$ cat src/rtl/rftl_pkg.sv
// Shared types, constants and the FIR coefficient table of the RF tracking loop.
// No dependencies.
`timescale 1ns / 1ps

package rftl_pkg;

	localparam int TAPS      = 11;
	localparam int TAP_W     = 4;
	localparam int DIV_BITS  = 29;   // |tau| * 15625 < 2^29
	localparam int PSUM_W    = 26;
	localparam int ISUM_W    = 21;
	localparam int CFG_IDX_W = 3;
	localparam int CFG_W     = 32;

	localparam logic [13:0] PPM_SCALE  = 14'd15625;
	localparam logic [11:0] IF_HIST_RST = 12'd500;

	// Register indexes
	localparam logic [CFG_IDX_W-1:0] REG_EXPECTED_ARRIVAL = 3'd0;
	localparam logic [CFG_IDX_W-1:0] REG_INTERVAL_INIT    = 3'd1;
	localparam logic [CFG_IDX_W-1:0] REG_UPDATE_RATE      = 3'd2;
	localparam logic [CFG_IDX_W-1:0] REG_CHIP_ERROR_LIMIT = 3'd3;
	localparam logic [CFG_IDX_W-1:0] REG_PPM_LIMIT        = 3'd4;
	localparam logic [CFG_IDX_W-1:0] REG_IF_LOW           = 3'd5;
	localparam logic [CFG_IDX_W-1:0] REG_IF_HIGH          = 3'd6;

	// Step command codes
	localparam logic [1:0] STEP_NONE = 2'd0;
	localparam logic [1:0] STEP_UP   = 2'd1;
	localparam logic [1:0] STEP_DOWN = 2'd2;

	typedef struct packed {
		logic [6:0]         packet_length;
		logic signed [15:0] clock_tau;
		logic [11:0]        if_zero_crossings;
		logic [7:0]         chip_errors;
		logic [31:0]        arrival_stamp;
		logic [4:0]         rf_channel;
	} in_t;

	typedef struct packed {
		logic [31:0]        timer_max_count;
		logic [31:0]        interval_now;
		logic signed [15:0] ppm_filtered;
		logic [11:0]        if_filtered;
		logic [1:0]         if_fine_step;
		logic [1:0]         channel_step;
		logic [3:0]         channel_index;
	} out_t;

	typedef enum logic [2:0] {
		ST_IDLE,
		ST_MUL,
		ST_DIV,
		ST_PUSH,
		ST_FIR,
		ST_DONE
	} state_t;

	// Controller to datapath commands
	typedef struct packed {
		logic             accept;
		logic             mul;
		logic             div_step;
		logic             push;
		logic             mac;
		logic [TAP_W-1:0] tap;
		logic             finish;
	} cmd_t;

	// Symmetric FIR weights, sum 512
	function automatic logic [6:0] fir_coef(input logic [TAP_W-1:0] k);
		logic [6:0] c;
		case (k)
			4'd0, 4'd10: c = 7'd4;
			4'd1, 4'd9:  c = 7'd16;
			4'd2, 4'd8:  c = 7'd37;
			4'd3, 4'd7:  c = 7'd64;
			4'd4, 4'd6:  c = 7'd87;
			4'd5:        c = 7'd96;
			default:     c = 7'd0;
		endcase
		return c;
	endfunction

endpackage

$ cat src/rtl/rftl_ctrl.sv
// Sequencer of the RF tracking loop: divide, history push, FIR sweep, result handoff.
// Depends on rftl_pkg.
`timescale 1ns / 1ps

module rftl_ctrl (
	input  logic          clk,
	input  logic          arst_n,
	input  logic          in_valid,
	output logic          in_ready,
	output logic          out_valid,
	input  logic          out_ready,
	output rftl_pkg::cmd_t cmd
);
	import rftl_pkg::*;

	state_t     state_q, state_d;
	logic [4:0] cnt_q, cnt_d;
	logic       out_valid_q;

	// State and counter registers
	always_ff @(posedge clk or negedge arst_n) begin
		if (!arst_n) begin
			state_q <= ST_IDLE;
			cnt_q   <= '0;
		end else begin
			state_q <= state_d;
			cnt_q   <= cnt_d;
		end
	end

	// Next state and commands
	always_comb begin
		state_d      = state_q;
		cnt_d        = cnt_q;
		cmd          = '0;
		cmd.tap      = cnt_q[TAP_W-1:0];
		in_ready     = 1'b0;
		case (state_q)
			ST_IDLE: begin
				in_ready = 1'b1;
				if (in_valid) begin
					cmd.accept = 1'b1;
					state_d    = ST_MUL;
				end
			end
			ST_MUL: begin
				cmd.mul = 1'b1;
				cnt_d   = '0;
				state_d = ST_DIV;
			end
			ST_DIV: begin
				cmd.div_step = 1'b1;
				cnt_d        = cnt_q + 5'd1;
				if (cnt_q == 5'(DIV_BITS - 1)) begin
					state_d = ST_PUSH;
				end
			end
			ST_PUSH: begin
				cmd.push = 1'b1;
				cnt_d    = '0;
				state_d  = ST_FIR;
			end
			ST_FIR: begin
				cmd.mac = 1'b1;
				cnt_d   = cnt_q + 5'd1;
				if (cnt_q == 5'(TAPS - 1)) begin
					state_d = ST_DONE;
				end
			end
			ST_DONE: begin
				// wait for the output register to free up
				if (!out_valid_q || out_ready) begin
					cmd.finish = 1'b1;
					state_d    = ST_IDLE;
				end
			end
			default: state_d = ST_IDLE;
		endcase
	end

	// Output valid flag
	always_ff @(posedge clk or negedge arst_n) begin
		if (!arst_n) begin
			out_valid_q <= 1'b0;
		end else if (cmd.finish) begin
			out_valid_q <= 1'b1;
		end else if (out_ready) begin
			out_valid_q <= 1'b0;
		end
	end

	assign out_valid = out_valid_q;

endmodule

$ cat src/rtl/rftl_datapath.sv
// Datapath of the RF tracking loop: config registers, interval, divider, FIR MACs,
// histories and output register. Depends on rftl_pkg.
`timescale 1ns / 1ps

module rftl_datapath (
	input  logic                              clk,
	input  logic                              arst_n,
	input  logic                              cfg_we,
	input  logic [rftl_pkg::CFG_IDX_W-1:0]    cfg_index,
	input  logic [rftl_pkg::CFG_W-1:0]        cfg_data,
	input  rftl_pkg::in_t                     in_data,
	input  rftl_pkg::cmd_t                    cmd,
	output rftl_pkg::out_t                    out_data
);
	import rftl_pkg::*;

	// Configuration
	logic [31:0] exp_arr_q;
	logic [15:0] upd_rate_q;
	logic [7:0]  chip_lim_q;
	logic [14:0] ppm_lim_q;
	logic [11:0] if_low_q, if_high_q;

	// Loop state
	logic [31:0] interval_q;
	logic [15:0] cooldown_q;
	logic [15:0] ppm_hist_q [TAPS];
	logic [11:0] if_hist_q [TAPS];
	logic [11:0] if_last_q;

	// Per-packet work registers
	logic [6:0]          len_q;
	logic                tau_neg_q;
	logic [15:0]         tau_abs_q;
	logic [11:0]         ifz_q;
	logic                chips_ok_q;
	logic [3:0]          chan_idx_q;
	logic                at_end_q;
	logic [31:0]         corr_q, max_q;
	logic [DIV_BITS-1:0] quo_q;
	logic [9:0]          rem_q;
	logic signed [PSUM_W-1:0] psum_q;
	logic [ISUM_W-1:0]   isum_q;
	out_t                out_q;

	logic [31:0] corr, interval_upd;
	logic [15:0] cooldown_inc, tau_abs;
	logic [29:0] prod;
	logic [10:0] rem_sh;
	logic [9:0]  divisor;
	logic        rem_ge;
	logic [15:0] ppm_mag, ppm16;
	logic signed [22:0] pprod;
	logic [18:0] iprod;
	logic signed [PSUM_W-1:0] psum_rnd;
	logic signed [16:0] pfilt, plim;
	logic [11:0] ifilt;
	logic        if_up, if_dn;
	logic [1:0]  fine, chstep;

	assign corr         = exp_arr_q - in_data.arrival_stamp;
	assign interval_upd = interval_q - corr;
	assign cooldown_inc = cooldown_q + 16'd1;
	assign tau_abs      = in_data.clock_tau[15] ? 16'(-in_data.clock_tau) : in_data.clock_tau;

	// |tau| * 15625
	assign prod = tau_abs_q * PPM_SCALE;

	// Restoring divide step by len * 8
	assign divisor = {len_q, 3'b000};
	assign rem_sh  = {rem_q, quo_q[DIV_BITS-1]};
	assign rem_ge  = rem_sh >= {1'b0, divisor};

	// Signed ppm, kept in 16 bits; zero length gives zero
	assign ppm_mag = quo_q[15:0];
	always_comb begin
		if (len_q == 7'd0) begin
			ppm16 = '0;
		end else if (tau_neg_q) begin
			ppm16 = -ppm_mag;
		end else begin
			ppm16 = ppm_mag;
		end
	end

	// Tap products
	assign pprod = $signed(ppm_hist_q[cmd.tap]) * $signed({1'b0, fir_coef(cmd.tap)});
	assign iprod = if_hist_q[cmd.tap] * fir_coef(cmd.tap);

	// Divide by 512 toward zero
	assign psum_rnd = psum_q + (psum_q[PSUM_W-1] ? PSUM_W'(511) : PSUM_W'(0));
	assign pfilt    = 17'(psum_rnd >>> 9);
	assign plim     = {2'b00, ppm_lim_q};
	assign ifilt    = isum_q[ISUM_W-1:9];

	// Step decisions
	always_comb begin
		fine = STEP_NONE;
		if (at_end_q) begin
			if (pfilt > plim) begin
				fine = STEP_UP;
			end
			if (pfilt < -plim) begin
				fine = STEP_DOWN;
			end
		end
		if_up  = ifilt > if_high_q;
		if_dn  = ifilt < if_low_q;
		chstep = STEP_NONE;
		if (chips_ok_q && at_end_q) begin
			if (if_up && !if_dn) begin
				chstep = STEP_UP;
			end else if (if_dn && !if_up) begin
				chstep = STEP_DOWN;
			end
		end
	end

	// Configuration, interval and cooldown
	always_ff @(posedge clk or negedge arst_n) begin
		if (!arst_n) begin
			exp_arr_q  <= '0;
			upd_rate_q <= 16'd15;
			chip_lim_q <= 8'd25;
			ppm_lim_q  <= 15'd1000;
			if_low_q   <= 12'd480;
			if_high_q  <= 12'd520;
			interval_q <= '0;
			cooldown_q <= '0;
			if_last_q  <= '0;
		end else begin
			if (cfg_we) begin
				case (cfg_index)
					REG_EXPECTED_ARRIVAL: exp_arr_q  <= cfg_data;
					REG_INTERVAL_INIT:    interval_q <= cfg_data;
					REG_UPDATE_RATE:      upd_rate_q <= cfg_data[15:0];
					REG_CHIP_ERROR_LIMIT: chip_lim_q <= cfg_data[7:0];
					REG_PPM_LIMIT:        ppm_lim_q  <= cfg_data[14:0];
					REG_IF_LOW:           if_low_q   <= cfg_data[11:0];
					REG_IF_HIGH:          if_high_q  <= cfg_data[11:0];
					default: ;
				endcase
			end
			if (cmd.accept) begin
				interval_q <= interval_upd;
				cooldown_q <= cooldown_inc;
			end
			if (cmd.finish && chips_ok_q) begin
				if_last_q <= ifilt;
				if (at_end_q) begin
					cooldown_q <= '0;
				end
			end
		end
	end

	// Filter histories
	always_ff @(posedge clk or negedge arst_n) begin
		if (!arst_n) begin
			for (int k = 0; k < TAPS; k++) begin
				ppm_hist_q[k] <= '0;
				if_hist_q[k]  <= (k < TAPS - 1) ? IF_HIST_RST : 12'd0;
			end
		end else if (cmd.push) begin
			ppm_hist_q[0] <= ppm16;
			for (int k = 1; k < TAPS; k++) begin
				ppm_hist_q[k] <= ppm_hist_q[k-1];
			end
			if (chips_ok_q) begin
				if_hist_q[0] <= ifz_q;
				for (int k = 1; k < TAPS; k++) begin
					if_hist_q[k] <= if_hist_q[k-1];
				end
			end
		end
	end

	// Per-packet work registers
	always_ff @(posedge clk) begin
		if (cmd.accept) begin
			len_q      <= in_data.packet_length;
			tau_neg_q  <= in_data.clock_tau[15];
			tau_abs_q  <= tau_abs;
			ifz_q      <= in_data.if_zero_crossings;
			chips_ok_q <= in_data.chip_errors < chip_lim_q;
			chan_idx_q <= 4'(in_data.rf_channel - 5'd11);
			at_end_q   <= cooldown_inc == upd_rate_q;
			corr_q     <= corr;
		end
		if (cmd.mul) begin
			max_q <= interval_q - corr_q;
			quo_q <= prod[DIV_BITS-1:0];
			rem_q <= '0;
		end
		if (cmd.div_step) begin
			rem_q <= rem_ge ? 10'(rem_sh - {1'b0, divisor}) : rem_sh[9:0];
			quo_q <= {quo_q[DIV_BITS-2:0], rem_ge};
		end
		if (cmd.push) begin
			psum_q <= '0;
			isum_q <= '0;
		end
		if (cmd.mac) begin
			psum_q <= psum_q + PSUM_W'(pprod);
			isum_q <= isum_q + ISUM_W'(iprod);
		end
		if (cmd.finish) begin
			out_q.timer_max_count <= max_q;
			out_q.interval_now    <= interval_q;
			out_q.ppm_filtered    <= pfilt[15:0];
			out_q.if_filtered     <= chips_ok_q ? ifilt : if_last_q;
			out_q.if_fine_step    <= fine;
			out_q.channel_step    <= chstep;
			out_q.channel_index   <= chan_idx_q;
		end
	end

	assign out_data = out_q;

endmodule

$ cat src/rtl/radio_frequency_tracking_loop.sv
// Top level of the RF tracking loop: sequencer plus datapath.
// Depends on rftl_pkg, rftl_ctrl, rftl_datapath.
//
//  channel | signals                        | moves
//  --------+--------------------------------+-------------------------------
//  in      | in_valid, in_ready, in_data    | one packet report per transfer
//  out     | out_valid, out_ready, out_data | one loop result per transfer
//  cfg     | cfg_we, cfg_index, cfg_data    | one register write per cycle
//
// An item goes from transfer to result through one multiply, 29 restoring divide
// steps for the ppm conversion, one history push, 11 FIR taps and one handoff.
// The sequencer then idles; it takes no new input while an item is in work.
// in_ready is high only while the sequencer is idle; a finished result waits in the
// output register and does not block the next input transfer, only the next handoff.
// Reset restores the register defaults and the filter histories at once.
`timescale 1ns / 1ps

module radio_frequency_tracking_loop (
	input  logic                           clk,
	input  logic                           arst_n,
	input  logic                           in_valid,
	output logic                           in_ready,
	input  rftl_pkg::in_t                  in_data,
	output logic                           out_valid,
	input  logic                           out_ready,
	output rftl_pkg::out_t                 out_data,
	input  logic                           cfg_we,
	input  logic [rftl_pkg::CFG_IDX_W-1:0] cfg_index,
	input  logic [rftl_pkg::CFG_W-1:0]     cfg_data
);
	import rftl_pkg::*;

	cmd_t cmd;

	rftl_ctrl u_ctrl (
		.clk       (clk),
		.arst_n    (arst_n),
		.in_valid  (in_valid),
		.in_ready  (in_ready),
		.out_valid (out_valid),
		.out_ready (out_ready),
		.cmd       (cmd)
	);

	rftl_datapath u_dp (
		.clk       (clk),
		.arst_n    (arst_n),
		.cfg_we    (cfg_we),
		.cfg_index (cfg_index),
		.cfg_data  (cfg_data),
		.in_data   (in_data),
		.cmd       (cmd),
		.out_data  (out_data)
	);

endmodule

$ cat config.mk
export PLATFORM = sky130hd
export DESIGN_NAME = radio_frequency_tracking_loop
export DESIGN_NICKNAME = d
export VERILOG_FILES = /design/src/rtl/rftl_pkg.sv /design/src/rtl/rftl_ctrl.sv /design/src/rtl/rftl_datapath.sv /design/src/rtl/radio_frequency_tracking_loop.sv
export SDC_FILE = /design/constraint.sdc
export NUM_CORES = 2
export LEC_CHECK = 0
export ABC_AREA = 0
export CORE_ASPECT_RATIO = 1.75
export CORE_MARGIN = 1.5
export CORE_UTILIZATION = 50
export CTS_CLUSTER_DIAMETER = 120
export DETAILED_ROUTE_END_ITERATION = 10
export DONT_BUFFER_PORTS = 1
export PLACE_DENSITY = 0.75
export SYNTH_ARGS = -nofsm -noshare
export SYNTH_HDL_FRONTEND = slang
export SYNTH_SLANG_ARGS = --single-unit
$ cat constraint.sdc
create_clock -name clk -period 26.1 [get_ports clk]
set_input_delay 0 -clock clk [delete_from_list [all_inputs] [get_ports clk]]
set_output_delay 0 -clock clk [all_outputs]
set_load 0.1 [all_outputs]
; Word-level counts from Yosys, hierarchy flattened
; Memory sizes are Yosys's and may differ from the RTL's.
; Cells that the tools add are included.
[op_classes]
bitwise = 3
order_cmp = 7
muxes = 47
n_reduce_logical = 30
eq_ne = 18
mul = 3
shifts = 0
n_addsub = 13
n_div = 0
[op_table]
columns = cell, n
row1 = 2-to-1 mux 16 bit, 7
row2 = 2-to-1 mux 32 bit, 3
row3 = subtractor 32 bit, 3
row4 = binary-select mux 16 bit (select 4 bit), 1
row5 = 2-to-1 mux 29 bit, 2
row6 = 2-to-1 mux 26 bit, 2
row7 = binary-select mux 12 bit (select 4 bit), 1
row8 = 2-to-1 mux 21 bit, 2
row9 = 2-to-1 mux 12 bit, 3
row10 = negation 16 bit, 2
row11 = 2-to-1 mux 10 bit, 3
row12 = multiplier 16 x 14 -> 29 bit (second input constant), 1
row13 = adder 26 x 23 -> 26 bit, 1
row14 = adder 26 bit, 1
row15 = multiplier 16 x 8 -> 23 bit, 1
row16 = adder 21 x 19 -> 21 bit, 1
row17 = multiplier 12 x 7 -> 19 bit, 1
row18 = one-hot mux 3 bit (6 select lines), 1
row19 = greater-than comparator 17 x 16 -> 1 bit, 1
row20 = < comparator 17 bit, 1
row21 = negation 15 -> 17 bit, 1
row22 = adder 16 x 1 -> 16 bit (second input constant), 1
row23 = == test 16 bit, 1
row24 = AND reduction 2 bit, 8
row25 = other kinds (31), 72
[totals]
latchBits = 0
rom_bits = 192
reg_bits = 764
n_memories = 2
output_inout_bits = 102
ramBits = 0
[memory_table]
columns = name, words, width, read_ports, rd_ports_with_merged_regs, write_ports, line
row1 = (no name shown), 16, 6, 1, 0, 0, rftl_pkg.sv:74  ; case (k)
row2 = (no name shown), 16, 6, 1, 0, 0, rftl_pkg.sv:74

; Longest topological paths before layout
[depth]
depth_word = 7
ltp_mapped = 38

; Hierarchy
; Synthesis repeated with hierarchy kept, for this count alone.
[hier_totals]
cells_unflattened = 4341
area_unflattened_um2 = 49276.0
[modules_own_cells]
columns = mod, instances, seq_area_each_um2, cells_per_inst, area_each_um2
row1 = rftl_datapath, 1, 20453.4, 4266, 48621.6
row2 = rftl_ctrl, 1, 225.2, 75, 654.4

; Worst setup path before layout
; No wires, ideal clock.
[synth_path]
kind = register to register
from = register u_ctrl.cnt_q[0]
to = register u_dp.psum_q[25], data pin
path_slack_ns = 17.503
arrival_time_ns = 8.331
synth_period_minus_slack_ns = 8.597
path_stages_with_launch = 35
cell_sequence = dfrtp_1 clkbuf_1 clkbuf_1 buf_2 inv_1 ha_1 o21ai_0 a21boi_1 clkbuf_1 nor2_1 ha_1 inv_1 fa_1 inv_1 fa_1 inv_1 fa_1 inv_1 ha_1 and4b_1 o32ai_2 o21ai_0 a21oi_1 xnor2_1 ha_1 and3_1 and4_1 a21boi_0 o211ai_1 o31a_1 o21ai_0 o21ai_0 xor2_1 xnor2_1 nor2_1
[synth_between]
elab_chain_len = 7
word_cells_on_any_way = 8
cone_classes = add/sub: 1 / mul: 1 / mux: 4 / bitwise: 1 / memory: 1
[synth_rtl]
columns = item, line
row1 = "start, declared", rftl_ctrl.sv:17  ; logic [4:0] cnt_q, cnt_d;
row2 = "start signal, assigned", rftl_ctrl.sv:27  ; cnt_q <= cnt_d;
row3 = NOT 4 -> 5 bit (implied by the code), rftl_datapath.sv:87  ; assign pprod = $signed(ppm_hist_q[cmd.tap]) * $signed({1'b0, fir_coef(cmd.tap)});
row4 = binary-select mux 16 bit (select 4 bit), rftl_datapath.sv:87
row5 = 2-to-1 mux 16 bit (implied by the code) (2 in series), rftl_datapath.sv:87
row6 = multiplier 16 x 8 -> 23 bit (*), rftl_datapath.sv:87
row7 = adder 26 x 23 -> 26 bit (*), rftl_datapath.sv:204  ; psum_q <= psum_q + PSUM_W'(pprod);
row8 = 2-to-1 mux 26 bit (*), rftl_datapath.sv:203  ; if (cmd.mac) begin
row9 = "end signal, assigned", rftl_datapath.sv:204
row10 = "end, declared", rftl_datapath.sv:42  ; logic signed [PSUM_W-1:0] psum_q;
; Mark *: on every way between the ends. The rest lies on a longest branch, timed or not. The select of a mux whose other input is x is not followed.
; A chain may end at the register's enable or synchronous reset.

; Worst setup path in the final report
[layout_path]
from = register u_ctrl.cnt_q[1]
to = register u_dp.psum_q[25], data pin
; The elaborated chain is that of the path after synthesis.

==> summary.txt <==
Status
  • Outcome: finished with violations
  • Failing checks: hold timing

Synth
  • Number of warnings issued by yosys: 0
  • Unique cell type count in the Yosys netlist: 80
  • Post-synthesis cell area: ~0.05 mm2
  • Synth top area cells: dfrtp_1, edfxtp_1, ha_1
  • EDFF count, synth: just under 300
  • Gate Count Post-Synth: ~4700
  • Ys flop type: dfrtp_1
  • Sequential fraction of the synthesis area: approximately 42%
  • Count leader, synth: nand2_1
  • Synth top cells by count: nand2_1, inv_1, ha_1
  • Synthesis-stage register bit count: ~760
  • Average cell area after synthesis: approximately 10 um2
  • Post-synth top area share: 20.0%
  • Synth area leader: dfrtp_1
  • Syn Nets: approximately 5400
  • Asr flop ratio synth: around 62%

Timing
  • Max Fclk: between 100 and 150 MHz
  • Slew @ Worst Pin: 1.23 ns
  • RSZ-0062 raised after global routing: false
  • Hold_ws: -0.0138 ns
  • Minimum clock period: between 9 and 10 ns
  • # setup viols final: 0
  • TNS Setup: 0 ns
  • Pins over their slew limit: 0
  • Fin crit share: between 30% and 40%
  • Hold Violations, Final: 1
  • Worst Clk Skew: around 0.024 ns
  • Slew Limit Headroom: 18.3%

Clocking
  • Worst-Skew Late Latency: about 0.66 ns
  • CTS tree: yes
  • Root Buffer: clkbuf_16
  • CTS H-tree depth: 3
  • Post-CTS Resized: 0
  • CTS Buffer Depth: 3
  • Clock sinks: ~760
  • CTS buffer count: 75
  • Clock Pin Slew Worst Setup and Hold Paths: about 0.070 ns

Floorplanning
  • Die Span Y: 418 um
  • Cell Rows: 152
  • Die Area: around 0.1 mm2
  • DIE WIDTH: 240 um
  • Core region area: 0.0978 mm2
  • Initial core utilization: roughly half
  • IO Count: between 200 and 250

Critical path
  • Setup crit start kind: flip-flop
  • Crit path DAT: around 10 ns
  • Worst r2r path cells: 34
  • Critical Path Slowest Stage Cell: a21oi_1
  • Setup Crit Path Kind: reg -> reg
  • Slowest stage delay, CP: roughly 0.8 ns
  • R2R Setup Slk: ~17 ns
  • RR Startpoint: u_ctrl.cnt_q[1]
  • Critical R2R Capture: u_dp.psum_q[25]
  • Critical Path Most Common Cell: inv_1
  • Crit path required time: between 20 and 30 ns
  • Crit path max fanout: 31
  • Setup crit end kind: flip-flop

Final layout
  • Share of cells above drive strength 1: about an eighth
  • Fin nets: between 5000 and 6000
  • Area growth, synth to finish: 11.6%

Job
  • Max-capacitance violation count: 0

Detailed routing
  • DR vias: between 30000 and 40000
  • DR WL/cell: about 19 um
  • Vias per std cell: approximately 5.6
  • Post-Route WL: 118 mm
  • DR pass1 iterations: 6
  • Antenna Nets Post-Route: 0
  • Initial DRC count: between 2000 and 2500
  • DRC Markers: 0

Placed design
  • IO Port Bufs: 0
  • GP Congestion: roughly 0.93
  • Post-DP HPWL: about 84 mm

Global routing
  • M2 GR Usage: 43.4%
  • GRT met3 Usage: around 4.1%
  • Largest net degree at the start of global routing: between 400 and 500
  • Gr usage total: 23.9%
  • Met1 GRT Util: ~25%
  • Vias in the first global route: 36200
  • Gr ovfl total: 0
  • Most used routing layer: met2
  • Global-route wire length before repair: between 150 and 200 mm
  • Initial antenna violation count: 5

Min path
  • Worst Hold Class: in -> async
==> flip-flops by register name, indices dropped and copies added (netlist names), 15 cells and up <==
name,cells
u_dp.ppm_lim_q,15
u_dp.cooldown_q,16
u_dp.upd_rate_q,16
u_dp.out_data,100
u_dp.psum_q,26
u_dp.isum_q,21
u_dp.ppm_hist_q,176
u_dp.quo_q,29
u_dp.if_hist_q,132
u_dp.exp_arr_q,32
u_dp.max_q,32
u_dp.corr_q,32
u_dp.interval_q,32
u_dp.tau_abs_q,16
==> cells by family (layout without fill, tap and decap cells) <==
logic type                 after synthesis  after routing  share of synthesized area [%]
buffers and inverters                  599            795                           4.58
and+or+nand+nor                       1406           1406                           12.2
AOI/OAI and AO/OA                      712            712                           9.25
muxes                                  348            348                           9.16
other                                    0              4                              0
adders and majority gates              602            602                           18.1
DFF                                    764            764                           42.0
xor gates and xnor gates               264            264                           4.70
==> what timing repair did <==
item                       4_1_cts  5_1_grt
hold buffers                   164        0
setup endpoints to repair        0        0
buffers inserted                 0        0
hold endpoints to repair       675        0
==> critical path: cells and delay by family (launching register included) <==
family	cells	cell delay, ns
buffers and inverters	7	1.05
adder cells (fa/ha/maj)	6	2.51
AO/OA/AOI/OAI	13	3.85
flip-flops	1	0.62
AND/OR/NAND/NOR	5	0.54
XOR/XNOR	3	0.51
==> area by class of cell <==
| type | instances | area (um2) |
|---|---|---|
| Antenna cell | 4 | 10.0 |
| Clock buffer | 102 | 2180 |
| Clock inverter | 37 | 322 |
| Fill cell | 8126 | 42800 |
| Inverter | 447 | 1680 |
| Multi-Input combinational cell | 3332 | 26400 |
| Sequential cell | 764 | 20700 |
| Tap cell | 1309 | 1640 |
| Timing Repair Buffer | 209 | 2060 |
==> per-stage QoR <==
step / util (%) / cells / worst slack [ns] / instance area [um2]
finish: 56.2 / 6204 / 16.69 / 54900
global route: 56.2 / 6203 / 16.07 / 54900
CTS: 56.1 / 6198 / 16.70 / 54900
detailed placement: 51.9 / 5895 / 16.74 / 50700
global placement: 51.9 / 5895 / 16.87 / 50700
floorplan: - / 4695 / 17.50 / 49200
==> routing by layer <==
metal	routed length [um]	share of wire [%]
met5	0	0
met4	8480	7.2
met3	5510	4.7
met2	61700	52
met1	42700	36
==> cells in the final DEF, fill, tap and decap left out, types with 12 or more instances in the layout <==
| cell type | Yosys | routed |
|---|---|---|
| nor2_1 | 336 | 334 |
| o21bai_1 | 26 | 26 |
| dfstp_2 | 79 | 79 |
| o31ai_1 | 17 | 17 |
| a21oi_1 | 195 | 194 |
| dfrtp_1 | 393 | 391 |
| nor2b_1 | 40 | 40 |
| or3_1 | 20 | 20 |
| buf_4 | 0 | 42 |
| a221o_1 | 12 | 12 |
| o21a_1 | 30 | 30 |
| a21o_1 | 91 | 91 |
| mux2_2 | 260 | 260 |
| clkbuf_16 | 0 | 80 |
| nand3_1 | 50 | 50 |
| dlygate4sd3_1 | 0 | 163 |
| nand2_1 | 736 | 733 |
| nand2b_1 | 48 | 47 |
| and3_1 | 31 | 30 |
| xor2_1 | 111 | 111 |
| clkinv_2 | 0 | 14 |
| o21ai_0 | 190 | 189 |
| mux2i_1 | 32 | 32 |
| mux4_2 | 56 | 56 |
| nand4_1 | 26 | 26 |
| edfxtp_1 | 292 | 292 |
| a211oi_1 | 18 | 18 |
| ha_1 | 421 | 421 |
| fa_1 | 181 | 181 |
| a221oi_1 | 23 | 23 |
| a31oi_1 | 20 | 19 |
| clkbuf_1 | 134 | 12 |
| inv_1 | 445 | 445 |
| xnor2_1 | 153 | 153 |
| nor3_1 | 67 | 64 |
==> worst max-delay path by stage <==
stage	startpoint	to	cells past startpoint
after detailed placement	u_ctrl.cnt_q[0]	u_dp.psum_q[25]	32
final	u_ctrl.cnt_q[1]	u_dp.psum_q[25]	34
after CTS	u_ctrl.cnt_q[0]	u_dp.psum_q[25]	32
after global placement	u_ctrl.cnt_q[0]	u_dp.psum_q[25]	32
after floorplan	u_ctrl.cnt_q[0]	u_dp.psum_q[25]	34
after global routing	u_ctrl.cnt_q[0]	u_dp.psum_q[25]	33
Power is left out: the tool's default activity adds up to more than one toggle a clock period on the data nets, which glitch-free logic cannot reach.
